--- config.mk ---
export PLATFORM = sky130hd
export DESIGN_NAME = swap_queue_fit_select
export DESIGN_NICKNAME = d
export VERILOG_FILES = /design/src/rtl/sqfs_pkg.sv /design/src/rtl/swap_queue_fit_select.sv /design/src/rtl/sqfs_cell.sv
export SDC_FILE = /design/constraint.sdc
export NUM_CORES = 2
export LEC_CHECK = 0
export BUFFER_PORTS_ARGS = -buffer_cell sky130_fd_sc_hd__buf_2
export CAP_MARGIN = 20
export CORE_UTILIZATION = 59
export CTS_CLUSTER_DIAMETER = 150
export DETAILED_ROUTE_END_ITERATION = 10
export HOLD_SLACK_MARGIN = 0.15
export PLACE_DENSITY = 0.75
export SLEW_MARGIN = 10
export SYNTH_ARGS = -nofsm -noshare
export SYNTH_HDL_FRONTEND = slang
export SYNTH_SLANG_ARGS = --single-unit
--- constraint.sdc ---
create_clock -name clk -period 7.4 [get_ports clk]
set_input_delay 0.74 -clock clk [delete_from_list [all_inputs] [get_ports clk]]
set_output_delay 0.74 -clock clk [all_outputs]
set_load 0.01 [all_outputs]
--- src/rtl/sqfs_pkg.sv ---
// Package: shared types and defaults for the swap queue fit selector.
package sqfs_pkg;

	localparam int QUEUE_DEPTH_DEF = 16;
	localparam int PID_W           = 16;
	localparam int SIZE_W          = 32;
	localparam int OCC_W           = 5;

	typedef enum logic {
		OP_APPEND   = 1'b0,
		OP_RETRIEVE = 1'b1
	} opcode_t;

	typedef enum logic {
		FIT_FIRST = 1'b0,
		FIT_BEST  = 1'b1
	} fit_policy_t;

	typedef struct packed {
		logic [PID_W-1:0]  pid;
		logic [SIZE_W-1:0] size;
		logic              blocked;
	} entry_t;

	typedef struct packed {
		logic              have;
		logic [SIZE_W-1:0] size;
		logic [PID_W-1:0]  pid;
	} scan_t;

	typedef struct packed {
		logic load;
		logic shift;
	} cell_ctrl_t;

	typedef struct packed {
		logic [SIZE_W-1:0] avail;
		logic              allow;
		fit_policy_t       policy;
	} scan_ops_t;

endpackage

--- src/rtl/swap_queue_fit_select.sv ---
// Top level: swap queue with first-fit and best-fit retrieve over a chain of slot cells.
// An append finishes at once: its result strobes on done in the cycle after the
// accepting edge and busy stays low. A retrieve raises busy while the FSM runs
// through its scan and apply states, and its result strobes on done as the FSM leaves
// the apply state; the selection token walks the cell chain one slot per cycle.
// Each result strobes done for exactly one cycle, and the strobe cannot be held.
module swap_queue_fit_select
	import sqfs_pkg::*;
#(
	parameter int QUEUE_DEPTH = QUEUE_DEPTH_DEF
) (
	input  logic              clk,
	input  logic              arst_n,
	input  logic              fit_policy_we,
	input  logic              fit_policy_wdata,
	input  logic              start,
	output logic              busy,
	input  logic              opcode,
	input  logic [PID_W-1:0]  proc_id,
	input  logic [SIZE_W-1:0] proc_size,
	input  logic              proc_blocked,
	input  logic [SIZE_W-1:0] size_available,
	input  logic              allow_blocked,
	output logic              done,
	output logic              found,
	output logic [PID_W-1:0]  out_pid,
	output logic              full_error,
	output logic [OCC_W-1:0]  occupancy
);

	localparam int IW = $clog2(QUEUE_DEPTH);
	localparam int CW = $clog2(QUEUE_DEPTH + 1);
	localparam logic [CW-1:0] Depth   = CW'(QUEUE_DEPTH);
	localparam logic [IW-1:0] LastCnt = IW'(QUEUE_DEPTH - 1);

	typedef enum logic [1:0] {
		ST_IDLE,
		ST_SCAN,
		ST_APPLY
	} state_t;

	state_t            state_q;
	logic [IW-1:0]     cnt_q;
	logic [CW-1:0]     count_q;
	fit_policy_t       policy_q;
	scan_ops_t         ops_q;
	logic              done_q;
	logic              found_q;
	logic [PID_W-1:0]  pid_q;
	logic              full_q;

	logic              accept;
	logic              do_append;
	logic              do_shift;
	entry_t            new_ent;
	entry_t            ents      [QUEUE_DEPTH];
	scan_t             scan_chain[QUEUE_DEPTH+1];
	logic [IW-1:0]     idx_chain [QUEUE_DEPTH+1];
	scan_t             sel;
	logic [IW-1:0]     sel_idx;

	assign accept    = start && (state_q == ST_IDLE);
	assign do_append = accept && (opcode_t'(opcode) == OP_APPEND) && (count_q < Depth);
	assign sel       = scan_chain[QUEUE_DEPTH];
	assign sel_idx   = idx_chain[QUEUE_DEPTH];
	assign do_shift  = (state_q == ST_APPLY) && sel.have;
	assign new_ent   = '{pid: proc_id, size: proc_size, blocked: proc_blocked};

	assign scan_chain[0] = '0;
	assign idx_chain[0]  = '0;

	for (genvar k = 0; k < QUEUE_DEPTH; k++) begin : g_cell
		cell_ctrl_t ctrl;
		entry_t     nxt;
		logic       valid;

		assign valid = CW'(k) < count_q;
		assign ctrl  = '{load: do_append && (CW'(k) == count_q),
			shift: do_shift && (IW'(k) >= sel_idx)};
		if (k < QUEUE_DEPTH - 1) begin : g_mid
			assign nxt = ents[k+1];
		end else begin : g_last
			assign nxt = ents[k];
		end

		sqfs_cell #(
			.IDX_W   (IW),
			.CELL_IDX(k)
		) u_cell (
			.clk     (clk),
			.arst_n  (arst_n),
			.ctrl    (ctrl),
			.valid   (valid),
			.load_ent(new_ent),
			.next_ent(nxt),
			.ops     (ops_q),
			.scan_in (scan_chain[k]),
			.idx_in  (idx_chain[k]),
			.ent     (ents[k]),
			.scan_out(scan_chain[k+1]),
			.idx_out (idx_chain[k+1])
		);
	end

	always_ff @(posedge clk or negedge arst_n) begin
		if (!arst_n) begin
			policy_q <= FIT_FIRST;
		end else if (fit_policy_we) begin
			policy_q <= fit_policy_t'(fit_policy_wdata);
		end
	end

	always_ff @(posedge clk) begin
		if (accept) begin
			ops_q <= '{avail: size_available, allow: allow_blocked, policy: policy_q};
		end
	end

	always_ff @(posedge clk or negedge arst_n) begin
		if (!arst_n) begin
			state_q <= ST_IDLE;
			cnt_q   <= '0;
			count_q <= '0;
			done_q  <= 1'b0;
			found_q <= 1'b0;
			pid_q   <= '0;
			full_q  <= 1'b0;
		end else begin
			done_q <= 1'b0;
			unique case (state_q)
				ST_IDLE: begin
					if (accept) begin
						if (opcode_t'(opcode) == OP_APPEND) begin
							done_q  <= 1'b1;
							found_q <= 1'b0;
							pid_q   <= '0;
							full_q  <= !do_append;
							if (do_append) begin
								count_q <= count_q + CW'(1);
							end
						end else begin
							cnt_q   <= '0;
							state_q <= ST_SCAN;
						end
					end
				end
				ST_SCAN: begin
					cnt_q <= cnt_q + IW'(1);
					if (cnt_q == LastCnt) begin
						state_q <= ST_APPLY;
					end
				end
				ST_APPLY: begin
					done_q  <= 1'b1;
					found_q <= sel.have;
					pid_q   <= sel.have ? sel.pid : '0;
					full_q  <= 1'b0;
					if (sel.have) begin
						count_q <= count_q - CW'(1);
					end
					state_q <= ST_IDLE;
				end
				default: begin
					state_q <= ST_IDLE;
				end
			endcase
		end
	end

	assign busy       = (state_q != ST_IDLE);
	assign done       = done_q;
	assign found      = found_q;
	assign out_pid    = pid_q;
	assign full_error = full_q;
	assign occupancy  = OCC_W'(count_q);

	a_count_bound: assert property (@(posedge clk) disable iff (!arst_n)
		count_q <= Depth)
		else $error("entry count above depth");

	a_found_only_on_done: assert property (@(posedge clk) disable iff (!arst_n)
		(done_q && found_q) |-> !full_q)
		else $error("found without a retrieve result");

	a_full_means_full: assert property (@(posedge clk) disable iff (!arst_n)
		(done_q && full_q) |-> (count_q == Depth))
		else $error("append refused while queue had room");

	a_found_drops_count: assert property (@(posedge clk) disable iff (!arst_n)
		(done_q && found_q) |-> ((count_q + CW'(1)) == $past(count_q)))
		else $error("removal did not drop the entry count");

	a_done_source: assert property (@(posedge clk) disable iff (!arst_n)
		done_q |-> ($past(state_q) == ST_APPLY) || $past(accept))
		else $error("result without an item");

endmodule

--- src/rtl/sqfs_cell.sv ---
// One queue slot: holds an entry and passes the running selection to its neighbor.
module sqfs_cell
	import sqfs_pkg::*;
#(
	parameter int IDX_W    = 4,
	parameter int CELL_IDX = 0
) (
	input  logic             clk,
	input  logic             arst_n,
	input  cell_ctrl_t       ctrl,
	input  logic             valid,
	input  entry_t           load_ent,
	input  entry_t           next_ent,
	input  scan_ops_t        ops,
	input  scan_t            scan_in,
	input  logic [IDX_W-1:0] idx_in,
	output entry_t           ent,
	output scan_t            scan_out,
	output logic [IDX_W-1:0] idx_out
);

	localparam logic [IDX_W-1:0] MyIdx = IDX_W'(CELL_IDX);

	entry_t           ent_q;
	scan_t            scan_q;
	logic [IDX_W-1:0] idx_q;
	logic             qual;
	logic             take;

	assign qual = valid && (!ent_q.blocked || ops.allow) && (ent_q.size <= ops.avail);
	assign take = qual && (!scan_in.have ||
		((ops.policy == FIT_BEST) && (ent_q.size < scan_in.size)));

	always_ff @(posedge clk) begin
		if (ctrl.load) begin
			ent_q <= load_ent;
		end else if (ctrl.shift) begin
			ent_q <= next_ent;
		end
	end

	always_ff @(posedge clk or negedge arst_n) begin
		if (!arst_n) begin
			scan_q <= '0;
			idx_q  <= '0;
		end else if (take) begin
			scan_q <= '{have: 1'b1, size: ent_q.size, pid: ent_q.pid};
			idx_q  <= MyIdx;
		end else begin
			scan_q <= scan_in;
			idx_q  <= idx_in;
		end
	end

	assign ent      = ent_q;
	assign scan_out = scan_q;
	assign idx_out  = idx_q;

endmodule
Yosys cells after proc, flatten, opt, wreduce, memory -nomap -nowiden
Cells that the tools add are included.

Flip-flop bits (word level): 1650. Input port bits: 88. Output and inout bits: 25. Logic and storage cells: 482.

Add/sub/neg operators: 3. Magnitude comparators: 63. Equal/unequal tests: 24. Muxes and demuxes: 86. Bitwise gates (word level): 1. Reductions and logical operators: 184.

Operator list (count): $mux 49 (46); $le 32x32->1 (16); $lt 32x32->1 (15); $logic_and 1x1->1 (97); $mux 16 (3); $eq 4x5->1 const A (8); $lt 4x5->1 const A (8); $mux 4 (10); $reduce_bool 2->1 (18); $logic_not 1->1 (32); $pmux 16 s2 (1); $logic_or 1x1->1 (31); $ge 4x4->1 const A (7); $eq 3x5->1 const A (4); $lt 3x5->1 const A (4); $mux 5 (4); $ge 3x4->1 const A (4); $mux 3 (4); $eq 2x5->1 const A (2); $lt 1x5->1 const A (2); $lt 2x5->1 const A (2); $mux 2 (5); $ne 2x2->1 const B (5); $pmux 5 s2 (1); other kinds (20) (32).

Longest topological paths before layout
Depth in word-level cells: 8. Gate-level depth with buffers: 12. Depth with buffers taken out: 9.

Modules after synthesis
Synthesis repeated with hierarchy kept, for this count alone.

Cells, all modules: 7443. Area, all modules: 95628.0 um^2.

By module, submodules not included: sqfs_cell (times used 16, cells an instance 451, area each 5804.3 um^2, seq. area each 2797.7 um^2); swap_queue_fit_select (times used 1, cells an instance 227, area each 2758.9 um^2, seq. area each 1796.7 um^2).

Least setup slack after synthesis
OpenSTA, ideal clock, no wires.

Path kind: input port to flip-flop. From: input port start. To: register g_cell[7].u_cell.ent_q, in the netlist g_cell[7].u_cell.ent[0], enable pin. Setup time: 523 ps. Data arrival time: 6335 ps. Data required time: 6877 ps. Path slack: 542 ps. Cell stages on the path: 7. Buffers on the path: 1. Cells stage by stage: nor3b_1 > and2b_1 > nor2b_1 > and3b_1 > nand2_1 > buf_1 > o21ai_0.

Cells in the longest elaborated chain, start to end: 5.

RTL lines: start: declaration (RTL line swap_queue_fit_select.sv:16) `input logic start,`; $logic_and 1x1->1 (RTL line swap_queue_fit_select.sv:62) `assign accept = start && (state_q == ST_IDLE);`; $logic_and 1x1->1 (2 in a row) (RTL line swap_queue_fit_select.sv:63) `assign do_append = accept && (opcode_t'(opcode) == OP_APPEND) && (count_q < Depth);`; $logic_and 1x1->1 (RTL line swap_queue_fit_select.sv:78) `assign ctrl = '{load: do_append && (CW'(k) == count_q),`; $reduce_bool 2->1 (no line); end signal: assignment (RTL line sqfs_cell.sv:36) `ent_q <= load_ent;`; end signal: assignment (RTL line sqfs_cell.sv:38) `ent_q <= next_ent;`; end: declaration (RTL line sqfs_cell.sv:24) `entry_t ent_q;`.

Every way passes these cells. A chain may end at the register's enable or synchronous reset.

Worst setup path after layout
From: register ops_q[9] (netlist name). To: register g_cell[6].u_cell.scan_q, in the netlist g_cell[6].u_cell.scan_out[12].

Cells in the longest elaborated chain, start to end: 4.

RTL lines: start: declaration (RTL line swap_queue_fit_select.sv:46) `scan_ops_t ops_q;`; start signal: assignment (RTL line swap_queue_fit_select.sv:115) `ops_q <= '{avail: size_available, allow: allow_blocked, policy: policy_q};`; $le 32x32->1 (RTL line sqfs_cell.sv:30) `assign qual = valid && (!ent_q.blocked || ops.allow) && (ent_q.size <= ops.avail);`; $logic_and 1x1->1 (RTL line sqfs_cell.sv:30); $logic_and 1x1->1 (RTL line sqfs_cell.sv:31) `assign take = qual && (!scan_in.have ||`; $mux 49 (RTL line sqfs_cell.sv:46) `end else if (take) begin`; end signal: assignment (RTL line sqfs_cell.sv:47) `scan_q <= '{have: 1'b1, size: ent_q.size, pid: ent_q.pid};`; end signal: assignment (RTL line sqfs_cell.sv:50) `scan_q <= scan_in;`; end: declaration (RTL line sqfs_cell.sv:25) `scan_t scan_q;`.

Every way passes these cells.

==> results.yml <==
timing:
  fin_crit_sh_pct: 64.0
  slew_at_the_pin_closest_to_its_max_slew_limit_ns: 1.20
  timing.setup.tns_ns: 0
  hold_ws_ns: 0.302
  max_freq_mhz: 211
  rsz0062_at_grt: "false"
  largest_clock_skew_in_the_final_design_ns: 0.0386
  final-hold-violation-count: 0
  setup_viol: 0
  post-route-min-period_ns: 4.74
  drv_slew: 0
  relSlewSlack_pct: 20.1
pwr:
  p_comb_share_pct: 27.9
  power.switching_fraction_pct: 32.2
  switchingPower_mw: 9.80
  clockPowerShare_pct: 28.7
  pwr_density_cell_mw_per_mm2: 313
  p_total_mw: 30.4
  peakVddDrop_uv: 209
  cellInternalPower_mw: 20.6
  pwr-share-seq_pct: 43.3
  power.static_leakage_nw: 41.8
cts:
  clkTransAtPathRegs_ns: 0.06
  clockRootBuffer: "clkbuf_16"
  cts.hold.buffers_added: 36
  post_cts_resized: 0
  numClockSinks: 1650
  tritoncts.num_buffers: 171
  htree_levels: 4
  number_of_setup_buffers_added_after_cts: 0
  tritoncts: "done"
  worst_skew_pair.late_latency_ns: 0.83
  worst_case_clock_buffer_depth: 3
synthesis:
  post-synth-top-count-cell: "mux2_2"
  synth_top_area_share_pct: 27.9
  synth_area_per_cell_um2: 13.1
  yosys_warnings: 0
  mappedNetlistArea_mm2: 0.0880
  synth_seq_area_share_pct: 51.6
  synth_edf_count: 818
  synthFlopType: "dfrtp_1"
  post_synth_most_frequent_cells: "mux2_2, ha_1, dfrtp_1"
  synth_area_leader_cell: "edfxtp_1"
  synthesis.nets: 7797
  synth.ff_latch_count: 1650
  netlist-cell-type-count: 77
  yosys-top-cells-area: "edfxtp_1, dfrtp_1, mux2_2"
  syn-instance-count: 6726
  asyncSetResetFlopFracSynth_pct: 50.4
setup_path:
  worst_path_dominant_cell_family: "simple AND/OR/NAND/NOR gates"
  cp-end-kind: "flop"
  timing.setup.critical_path_class: "flop to flop"
  crit_path_max_fanout: 51
  critical_path_buf_inv_count: 2
  crit_path_start: "ops_q[9]"
  r2r_setup_slack_ns: 2.66
  setup.worst_path.start_class: "flop"
  cp.arrival_ns: 5.44
  count_of_cells_along_the_worst_register_to_register_path: 10
  timing.rr.start: "ops_q[9]"
  cp_data_required_time_ns: 8.10
  critPathMaxStageDelay_ns: 0.81
  rr_endpoint: "g_cell[6].u_cell.scan_out[12]"
  worstPathCellList: "inv_1, buf_4, ha_1, a21oi_1, o21ai_0, a221o_1, nor3_1, a2bb2oi_1, nand3_4, mux2_2"
  critical-path-slowest-cell: "nand3_4"
  number_of_logic_stages_on_the_critical_path_including_buffering: 10
floorplan:
  floorplan.rows: 141
  initial_core_util_pct: 59.5
  die_w_um: 388
  die_height_um: 388
  core_area_mm2: 0.148
  dieArea_mm2: 0.151
  io_pins: 113
route:
  vias_per_cell: 6.48
  avgRoutedWirePerCell_um: 29.1
  detailroute.via_count: 58247
  detail_route.wirelength_um: 262000
  drtIter0Drc: 5576
  detailedRoute.firstPassIterationCount: 8
  route.detailed.drc: 0
  detail-route-antenna-nets: 0
global_routing:
  global_route_wire_length_before_repair_um: 386000
  globalRouteMet3Util_pct: 6.72
  use_met1_pct: 46.2
  gr-usage-met2_pct: 54.0
  grt_start_max_net_pins: 170
  grt.busiest_layer: "met2"
  antenna_found_initial: 7
  grt_overflow_total: 0
  grt_pass1_vias: 59734
  globalRouteTotalUtil_pct: 34.8
final_layout:
  drive_gt1_share_pct: 27.7
  area_growth_syn_to_layout_pct: 10.2
  layout.nets: 7976
  postLayoutCoreUtil_pct: 65.6
place:
  globalplace.congestion: 0.952
  dpl.hpwl_um: 172000
  place.port_buffers: 112
worst_hold_path:
  hold_path_class: "primary input to flop"
  holdCritStartpoint: "proc_id[9]"
  hold_depth: 1
  hold_path_sink: "g_cell[15].u_cell.ent[42]"
flow_run:
  cap_violations: 0
run_status:
  outcome: "completed"
==> cell families after synthesis <==
group	synth area share, %
compound gates	6.71
xor+xnor	0.0498
fa+ha+maj	14.0
buf+inv	3.61
flops	51.6
mux	18.5
simple gates	5.58
==> power groups by stage <==
| stage | Sequential, mW | Combinational, mW | Clock (mW) |
|---|---|---|---|
| 2_1_floorplan | 12.5 | 5.94 | 0 |
| 3_3_place_gp | 13.3 | 7.87 | 0 |
| 3_5_place_dp | 13.2 | 8.25 | 0 |
| 4_1_cts | 13.1 | 8.38 | 8.77 |
| 5_1_grt | 13.3 | 9.28 | 9.12 |
| 6_report | 13.2 | 8.49 | 8.72 |
==> final cells by class <==
cell class	instances	area (µm²)
Clock inverter	73	827
Inverter	557	2090
Multi-Input combinational cell	4274	39800
Clock buffer	245	4770
Fill cell	10755	50800
Antenna cell	2	5.00
Timing Repair Buffer	251	1780
Tap cell	1930	2410
Sequential cell	1650	45400
==> sequential cells by signal (all words and copies together) (netlist names) <==
| register | flops |
|---|---|
| cnt_q | 4 |
| done | 1 |
| found | 1 |
| full_error | 1 |
| g_cell.u_cell.ent | 784 |
| g_cell.u_cell.idx_out | 49 |
| g_cell.u_cell.scan_out | 752 |
| occupancy | 5 |
| ops_q | 34 |
| out_pid | 16 |
| policy_q | 1 |
| state_q | 2 |
==> how the worst max path moves through the flow <==
stage / end / slack [ns]
6_report: g_cell[6].u_cell.scan_out[12] / 2.66
3_5_place_dp: g_cell[11].u_cell.ent[10] / 2.46
2_1_floorplan: g_cell[7].u_cell.ent[0] / 0.54
4_1_cts: g_cell[9].u_cell.scan_out[1] / 2.75
5_1_grt: g_cell[11].u_cell.ent[16] / 2.53
3_3_place_gp: g_cell[11].u_cell.ent[11] / 2.57
==> layout by cell type, fill, tap and decap left out, types with 97 or more instances in the layout <==
master     synthesis  layout
mux2_2          1326    1326
ha_1             983     983
dfrtp_1          832     832
edfxtp_1         818     818
inv_1            557     557
a21oi_1          324     323
o21ai_0          208     204
nand2_1          200     189
nand4_1          174     174
clkbuf_16          0     172
nand3_1          167     163
a21o_1           143     140
nor2_1           113     111
buf_2             65     111
buf_4              2      97
==> routing by layer <==
layer / share of wire (%) / up-vias / wire length (µm)
li1: - / 25352 / -
met3: 8.7 / 655 / 22700
met2: 45 / 2639 / 119000
met5: 0.0050 / - / 13
met1: 40 / 29599 / 105000
met4: 5.9 / 2 / 15400
==> per-stage QoR <==
stage | area, µm² | std cells | worst slack (ns)
floorplan | 88000 | 6726 | 0.542
global placement | 91000 | 8624 | 2.57
detailed placement | 91000 | 8625 | 2.46
CTS | 97000 | 8979 | 2.75
global route | 97000 | 8982 | 2.53
finish | 97000 | 8982 | 2.66
Note: power is estimated with default switching activity, not from simulation.
